### src/tvrc_delay.sv
// Enabled shift-register delay line used to align side data with the dividers and the projection.
// Generic width and depth; no package dependency.
module tvrc_delay #(
    parameter int W     = 8,
    parameter int DEPTH = 2
) (
    input  logic         clk,
    input  logic         rst_n,
    input  logic         adv,
    input  logic [W-1:0] din,
    output logic [W-1:0] dout
);

    logic [W-1:0] pipe_reg [DEPTH];

    // shift on every pipeline advance
    always_ff @(posedge clk or negedge rst_n)
    begin
        if (!rst_n)
        begin
            for (int i = 0; i < DEPTH; i++)
            begin
                pipe_reg[i] <= '0;
            end
        end
        else if (adv)
        begin
            pipe_reg[0] <= din;
            for (int i = 1; i < DEPTH; i++)
            begin
                pipe_reg[i] <= pipe_reg[i-1];
            end
        end
    end

    assign dout = pipe_reg[DEPTH-1];

endmodule

### config.mk
export PLATFORM = sky130hd
export DESIGN_NAME = tvrc_delay
export DESIGN_NICKNAME = d
export VERILOG_FILES = /design/src/tvrc_delay.sv
export SDC_FILE = /design/constraint.sdc
export NUM_CORES = 1
export LEC_CHECK = 0
export BUFFER_PORTS_ARGS = -buffer_cell sky130_fd_sc_hd__buf_4
export CAP_MARGIN = 25
export CORE_MARGIN = 2
export CORE_UTILIZATION = 44
export CTS_CLUSTER_SIZE = 28
export DETAILED_ROUTE_END_ITERATION = 12
export HOLD_SLACK_MARGIN = 0.15
export PLACE_DENSITY = 0.75
export SYNTH_ARGS = -nofsm -noshare
export SYNTH_HDL_FRONTEND = slang
export SYNTH_SLANG_ARGS = --single-unit
export TNS_END_PERCENT = 10
### constraint.sdc
create_clock -name clk -period 0.8 [get_ports clk]
set_input_delay 0.12 -clock clk [delete_from_list [all_inputs] [get_ports clk]]
set_output_delay 0.12 -clock clk [all_outputs]
set_load 0.02 [all_outputs]
==> reports/metrics.yaml <==
rsz0062_at_grt: "true"
cpLargestDelayFamily: "flip-flops"
drt_iter0_drc: 2
start_util_pct: 47.1
synth_compound_area_share_pct: 0
antenna_found_initial: 0
cts-buffers-inserted: 3
critPathCaptureType: "output port"
ctsLongestPathBuffers: 2
worstPathCellList: "buf_6"
io_buffers: 18
fin_worst_skew_ns: 0.00158
track_usage_pct: 12.7
violations: "negative setup slack"
die_height_um: 44.2
drive_above_1_share_pct: 72.1
dieArea_um2: 1950
place_inst: 66
final-instance-count-excl-fill: 77
ys_ff_latch: 16
path_max_fanout: 2
wl_per_cell_um: 12.5
die_w_um: 44.2
overflow: 0
p_leak_uw: 0.000444
synth-xor-area-share_pct: 0
grt_max_degree: 17
route.detailed.drc: 0
setup_tns_ns: -1.61
cts_max_level: 1
core-area_um2: 1510
fin_crit_ns: 0.937
muxShareOfSynthArea_pct: 30.7
antenna_cells: 0
insertion_delay_ns: 0.28
timing.fmax_mhz: 1070
r2r_start: "dout[1]"
min_period_over_period_pct: 117
crit_path_start_kind: "flip-flop"
syn_avg_cell_area_um2: 16.9
drv_cap: 0
slowest_delay_ns: 0.40
status: "complete, but fails checks"
synth_area_um2: 709
placed_area_um2: 773
design.portCount: 19
syn2layout_area_growth_pct: 26.1
ys_seq_area_share_pct: 56.4
grt_pass1_wl_um: 1660
power_density_nw_per_um2: 2230
design_area_um2: 895
synth_nets: 53
finalWorstSetupSlack_ns: -0.137
num_rows: 14
syn_inst: 42
first_global_vias: 391
maxSlewViolCount: 0
worstSetupStartpoint: "dout[6]"
drt_pass1_iterations: 3
root_buffer: "clkbuf_4"
hold_path.class: "in2reg"
cts_tree: "done"
synth_top_family_by_area: "multiplexers"
synth.distinct_cells: 6
worstPathRequired_ns: 0.68
final_cell_mix: "dfrtp_1 (16), buf_4 (16), mux2_4 (10), buf_6 (8), mux2_2 (6)"
nets: 73
gp_congestion: 0.611
tightest_slew_ns: 0.244
hold_violations: 0
cp_slowest_cell: "dfrtp_1"
setup_viol: 14
yosysWarnings: 0
maxSlewHeadroom_pct: 83.8
path_class: "reg2out"
synth_simple_gate_area_share_pct: 0
finalWirelength_um: 959
yosys.area_share.adder_pct: 0
dr_total_vias: 361
clkSlewWorstSetupHoldPaths_ns: 0.09
arrival_ns: 0.82
ant_nets: 0
viasPerCell: 4.69
min_from: "din[5]"
clkSinkCount: 16
ir_drop_mv: 1.49
path_buf_inv: 1
postCtsHoldBufs: 1
-- cell type report --
| class | count | area (um^2) |
|---|---|---|
| multi-input cells | 16 | 218 |
| repair buffers | 25 | 220 |
| fillers | 121 | 612 |
| well taps | 16 | 20.0 |
| flip-flops and latches | 16 | 400 |
| clock buffers | 4 | 36.3 |
-- worst paths after layout --
check                               end  slack (ns)  cells after the start
max                             dout[6]       -0.14                      1
min                        pipe_reg[13]        0.06                      2
max reg2reg                     dout[1]       -0.09                      2
min reg2reg                pipe_reg[15]        0.51                      1
max in group asynchronous       dout[3]        0.40                      2
min in group asynchronous   pipe_reg[8]        0.23                      2
-- cell usage after synthesis --
cell | n | area share (%)
buf_4 | 8 | 8.5
buf_12 | 1 | 2.8
mux2_2 | 6 | 9.5
buf_6 | 1 | 1.6
dfrtp_1 | 16 | 56
mux2_4 | 10 | 21
-- metal layers --
metal,GRT usage [%],vias up,share of wire [%]
met4,5.45,0,0.42
li1,-,172,-
met1,14.9,172,43
met2,18.2,15,48
met3,8.16,2,8.9
met5,0,-,0
-- power by group --
part | switching, uW | total (uW) | internal, uW
Clock | 245 | 522 | 277
Sequential | 59.9 | 969 | 909
Combinational | 178 | 499 | 321
-- stage by stage --
step	utilization [%]	power [uW]	worst slack (ns)	hold slack [ns]
finish	59.4	1990	-0.137	0.0599
global route	59.4	2100	-0.194	0.0324
CTS	59.4	2020	-0.152	0.0477
detailed placement	51.3	1370	-0.0672	-0.0136
global placement	51.3	1360	-0.0480	-0.0155
floorplan	-	1300	0.0184	-0.176
-- cells by family after synthesis --
kind of cell	count (synthesis)
DFF	16
muxes	16
buffers and inverters	10
-- what timing repair did --
action                                  in CTS  in global routing
hold endpoints to repair                    24                  8
buffers inserted                             6                  0
gates resized for setup                      8                  0
endpoints found under the setup margin       8                 14
Note: power is estimated with default switching activity, not from simulation.
