[config.mk]
export PLATFORM = sky130hd
export DESIGN_NAME = tvrc_div
export DESIGN_NICKNAME = d
export VERILOG_FILES = /design/src/tvrc_div.sv
export SDC_FILE = /design/constraint.sdc
export NUM_CORES = 2
export LEC_CHECK = 0
export ABC_CLOCK_PERIOD_IN_PS = 4650
export BUFFER_PORTS_ARGS = -buffer_cell sky130_fd_sc_hd__buf_2
export CAP_MARGIN = 5
export CORE_ASPECT_RATIO = 1.75
export CORE_MARGIN = 5
export CORE_UTILIZATION = 50
export DETAILED_ROUTE_END_ITERATION = 10
export PLACE_DENSITY_LB_ADDON = 0.15
export SYNTH_ARGS = -nofsm -noshare
export SYNTH_HDL_FRONTEND = slang
export SYNTH_MEMORY_MAX_BITS = 65536
export SYNTH_SLANG_ARGS = --single-unit
[constraint.sdc]
create_clock -name clk -period 4.65 [get_ports clk]
set_input_delay 0.465 -clock clk [delete_from_list [all_inputs] [get_ports clk]]
set_output_delay 0.465 -clock clk [all_outputs]
set_load 0.05 [all_outputs]
[src/tvrc_div.sv]
// Pipelined unsigned restoring divider, one quotient bit per stage.
// Computes the low Q_W quotient bits plus an overflow flag.
module tvrc_div #(
    parameter int NUM_W = 48,
    parameter int DEN_W = 32,
    parameter int Q_W   = 32
) (
    input  logic             clk,
    input  logic             adv,
    input  logic [NUM_W-1:0] num,
    input  logic [DEN_W-1:0] den,
    output logic [Q_W-1:0]   quo,
    output logic             ovf
);

    localparam int TOP_W = NUM_W - Q_W;
    localparam int CMP_W = (TOP_W > DEN_W) ? TOP_W : DEN_W;

    logic [DEN_W-1:0] rem_reg  [Q_W+1];
    logic [DEN_W-1:0] den_reg  [Q_W+1];
    logic [Q_W-1:0]   lo_reg   [Q_W+1];
    logic [Q_W-1:0]   quo_reg  [Q_W+1];
    logic             ovf_reg  [Q_W+1];
    logic [DEN_W-1:0] rem_next [Q_W+1];
    logic [Q_W-1:0]   lo_next  [Q_W+1];
    logic [Q_W-1:0]   quo_next [Q_W+1];
    logic             ovf_next [Q_W+1];

    logic [CMP_W-1:0] top_ext;
    logic [CMP_W-1:0] den_ext;

    assign top_ext = CMP_W'(num[NUM_W-1:Q_W]);
    assign den_ext = CMP_W'(den);

    // stage 0: overflow when quotient bits above Q_W would be set
    // stages 1..Q_W: shift in one numerator bit, compare, subtract
    always_comb
    begin
        logic [DEN_W:0] trial;
        logic           ge;
        rem_next[0] = top_ext[DEN_W-1:0];
        lo_next[0]  = num[Q_W-1:0];
        quo_next[0] = '0;
        ovf_next[0] = (top_ext >= den_ext);
        for (int k = 1; k <= Q_W; k++)
        begin
            trial       = {rem_reg[k-1], lo_reg[k-1][Q_W-1]};
            ge          = (trial >= {1'b0, den_reg[k-1]});
            rem_next[k] = ge ? DEN_W'(trial - {1'b0, den_reg[k-1]}) : trial[DEN_W-1:0];
            lo_next[k]  = {lo_reg[k-1][Q_W-2:0], 1'b0};
            quo_next[k] = {quo_reg[k-1][Q_W-2:0], ge};
            ovf_next[k] = ovf_reg[k-1];
        end
    end

    always_ff @(posedge clk)
    begin
        if (adv)
        begin
            den_reg[0] <= den;
            for (int k = 0; k <= Q_W; k++)
            begin
                rem_reg[k] <= rem_next[k];
                lo_reg[k]  <= lo_next[k];
                quo_reg[k] <= quo_next[k];
                ovf_reg[k] <= ovf_next[k];
            end
            for (int k = 1; k <= Q_W; k++)
            begin
                den_reg[k] <= den_reg[k-1];
            end
        end
    end

    assign quo = quo_reg[Q_W];
    assign ovf = ovf_reg[Q_W];

endmodule

==> out/qor.yml <==
status:
  outcome: "finished clean"
placed_design:
  placed_cells: 17106
  hpwl_mm: 354
  port_buffers: 114
  placed_area_sq_um: 166000
  gpl.final_weighted_congestion: 0.971
critical_path:
  ff2ff_path_depth: 14
  timing.critical_path.required_ns: 5.31
  endpoint_kind: "register"
  setup.worst_path.end: "rem_reg[0][930]$_DFFE_PP_"
  crit_chain: "inv_1 > ha_1 > a21oi_1 > o21ai_0 > o21ai_1 > a311oi_1 > buf_4 > o211ai_1 > nor2_1 > nor2_1 > o21ai_0 > a41o_1 > buf_12 > mux2_2"
  cp.buffers_inverters: 3
  critical_path.max_stage_delay_ns: 0.78
  crit_cells: 14
  reg2reg_to: "rem_reg[0][930]$_DFFE_PP_"
  worst_setup_path_start_kind: "register"
  critical_path.startpoint: "den_reg[0][902]$_DFFE_PP_"
  critPathTopFamily: "compound AO/OA/AOI/OAI gates"
  cp_max_fo: 31
  worst_r2r_startpoint: "den_reg[0][902]$_DFFE_PP_"
  critical_path_arrival_ns: 5.16
  timing.critical_path.slowest_stage_cell: "sky130_fd_sc_hd__a311oi_1"
  ff2ff_setup_slack_ns: 0.14
  critical_path_class: "reg -> reg"
yosys:
  synth-main-ff-cell: "sky130_fd_sc_hd__edfxtp_1"
  synth-edff-count: 3121
  synthesis.instances: 12774
  synthDominantAreaCellType: "sky130_fd_sc_hd__edfxtp_1"
  synthDistinctLibCells: 111
  post_synth.cell_area_avg_sq_um: 12.3
  synthTopCellsByArea: "sky130_fd_sc_hd__edfxtp_1 60%, sky130_fd_sc_hd__ha_1 8.2%, sky130_fd_sc_hd__a21oi_1 3.2%"
  ys_seq_area_share_pct: 59.6
  mappedNetlistArea_sq_um: 157000
  ys.warnings.count: 0
  ys_ff_latch: 3121
  synth_nets: 13912
  postSynth.asyncResetShare_pct: 0
  netlist.area_leader.share_pct: 59.6
grt:
  grt_max_degree: 175
  grt_pass1_wl_mm: 652
  first_global_vias: 108705
  gr-total-overflow: 0
  grt_usage_pct: 27.1
  antenna_violations_before_repair: 14
pwr:
  power_density_nw_per_um2: 706
  p_total_w: 0.124
  part_of_the_total_power_dissipated_in_the_clock_network_pct: 20.0
  power.net_switching_w: 0.0476
  leakagePower_nw: 70.9
  power.share.switching_pct: 38.2
  power.combinational.fraction_pct: 44.8
  peakVddDrop_v: 0.000474
  sequentialPowerShare_pct: 35.2
  p_int_w: 0.0769
sta:
  finalSetupViolations: 0
  finClkSkew_ns: 0.0571
  final_count_of_pins_violating_max_slew: 0
  whs_ns: 0.270
  worst_pin_slew_ns: 1.23
  fin_setup_tns_ns: 0
  max_freq_ghz: 0.222
  grt_setup_unrepaired: "false"
  finalCritPeriodShare_pct: 96.9
  slew_headroom_pct: 17.2
  fin_crit_ns: 4.51
  timing_hold_violations_final: 0
clock_tree:
  cts_tree: "done"
  ctsLongestPathBuffers: 4
  clock_tree.root_cell: "sky130_fd_sc_hd__clkbuf_16"
  total_clock_sinks: 3121
  cts.reportedPaths.clkPinSlew_ns: 0.06
  ctsHtreeMaxLevel: 5
  clkLatencyLatePin_ns: 0.92
  cts_buffers: 306
finish:
  num-fill-cells: 25553
  sequential_cell_area_sq_um: 93700
  multi_input_comb_area_sq_um: 57900
  finish.cell_count_without_fillers: 17768
  layout.cells.most_common_list: "3121 x sky130_fd_sc_hd__edfxtp_1, 1259 x sky130_fd_sc_hd__inv_1, 1025 x sky130_fd_sc_hd__ha_1"
  layout.cells.most_common: "sky130_fd_sc_hd__edfxtp_1"
  largest_reg_flops: 1024
  final_design_area_no_fill_sq_um: 176000
  syn_to_final_growth_pct: 12.1
  final_net_count: 14525
  fraction_of_final_layout_cells_sized_beyond_drive_strength_1_pct: 10.3
routing:
  drt-total-wl_mm: 450
  drc_errors: 0
  route.detailed.vias_per_inst: 5.75
  wire_per_inst_microns: 25.3
  detailedRoute.firstIterationViolations: 5495
  drt_pre_antenna_iters: 8
  route.vias.total: 102188
  ant_nets: 0
floorplan:
  dieWidth_microns: 434
  start_util_pct: 50.2
  core.rowCount: 272
  placeable_area_sq_um: 313000
  boundaryPins: 115
  dieArea_sq_um: 326000
  die_height_microns: 752
min_path:
  holdCritPathClass: "in -> reg"
  hold_path_depth: 2
run:
  drv.max_cap_violation_count: 0
[cells in the mapped netlist (179+ instances only)]
library cell               number
sky130_fd_sc_hd__nor2_1       630
sky130_fd_sc_hd__edfxtp_1    3121
sky130_fd_sc_hd__inv_1       1259
sky130_fd_sc_hd__ha_1        1025
sky130_fd_sc_hd__clkbuf_1     179
sky130_fd_sc_hd__mux2_2       345
sky130_fd_sc_hd__a21oi_1     1017
sky130_fd_sc_hd__a21o_1       521
sky130_fd_sc_hd__o21ai_0      792
sky130_fd_sc_hd__nand3_1      192
sky130_fd_sc_hd__nand2_1      883
sky130_fd_sc_hd__xnor2_1      514
sky130_fd_sc_hd__xor2_1       326
[final cells by class]
class | count | area share [%]
flip-flops and latches | 3121 | 53.1
multi-input cells | 8112 | 32.8
clock buffers | 372 | 4.59
well taps | 4110 | 2.92
repair buffers | 585 | 2.89
inverters | 1261 | 2.68
clock inverters | 173 | 0.918
diodes | 34 | 0.0482
[worst reg2reg max path, stage by stage (launching register included)]
cell and delay [ns]:
sky130_fd_sc_hd__edfxtp_1 0.38, sky130_fd_sc_hd__inv_1 0.06, sky130_fd_sc_hd__ha_1 0.37, sky130_fd_sc_hd__a21oi_1 0.10, sky130_fd_sc_hd__o21ai_0 0.47, sky130_fd_sc_hd__o21ai_1 0.33
sky130_fd_sc_hd__a311oi_1 0.78, sky130_fd_sc_hd__buf_4 0.24, sky130_fd_sc_hd__o211ai_1 0.19, sky130_fd_sc_hd__nor2_1 0.14, sky130_fd_sc_hd__nor2_1 0.04, sky130_fd_sc_hd__o21ai_0 0.22
sky130_fd_sc_hd__a41o_1 0.26, sky130_fd_sc_hd__buf_12 0.22, sky130_fd_sc_hd__mux2_2 0.44
[power groups by stage]
stage	clock network (W)	registers [W]	logic [W]
floorplan	0	0.0422	0.0372
global placement	0	0.0441	0.0539
detailed placement	0	0.0443	0.0551
CTS	0.0254	0.0437	0.0555
global route	0.0265	0.0441	0.0603
finish	0.0248	0.0438	0.0558
[per-stage QoR]
step / setup slack [ns] / utilization (%)
after floorplan: 1.26 / -
after global placement: -0.265 / 52.9
after detailed placement: -0.289 / 52.9
after CTS: 0.0393 / 56.2
after global routing: 0.0386 / 56.3
final: 0.144 / 56.3
[layer usage]
metal | global-route usage [%] | part of all wire (%) | vias up
met4 | 30.3 | 14 | 2
met5 | 0 | 0.0029 | -
met1 | 18.4 | 25 | 49882
li1 | - | - | 48278
met2 | 55.9 | 58 | 2442
met3 | 3.28 | 2.8 | 1584
[worst min-delay path by stage]
stage                              from                  endpoint  slack [ns]
2_1_floorplan   lo_reg[0][67]$_DFFE_PP_  lo_reg[0][100]$_DFFE_PP_        0.40
3_5_place_dp   lo_reg[0][104]$_DFFE_PP_  lo_reg[0][137]$_DFFE_PP_        0.40
6_report                        num[23]   lo_reg[0][23]$_DFFE_PP_        0.27
4_1_cts                         num[23]   lo_reg[0][23]$_DFFE_PP_        0.17
3_3_place_gp   lo_reg[0][825]$_DFFE_PP_  lo_reg[0][858]$_DFFE_PP_        0.40
5_1_grt                         num[15]   lo_reg[0][15]$_DFFE_PP_        0.22
[logic make-up (layout without fill, tap and decap cells)]
| family | count (synthesis) | after routing | share of synthesized area [%] |
|---|---|---|---|
| and+or+nand+nor | 2592 | 2592 | 7.81 |
| adders and majority gates | 1056 | 1056 | 8.55 |
| DFF | 3121 | 3121 | 59.6 |
| buffers and inverters | 1541 | 2391 | 3.77 |
| AOI/OAI and AO/OA | 3240 | 3240 | 12.9 |
| other | 0 | 34 | 0 |
| muxes | 384 | 384 | 2.73 |
| xor gates and xnor gates | 840 | 840 | 4.68 |
[what timing repair did]
action,CTS,global route
buffers inserted,0,2
setup endpoints to repair,12,7
resized for setup,5,1
endpoints found under the hold margin,97,0
hold buffers,81,0
cloned,0,0
Power figures use the tool's default switching activity.
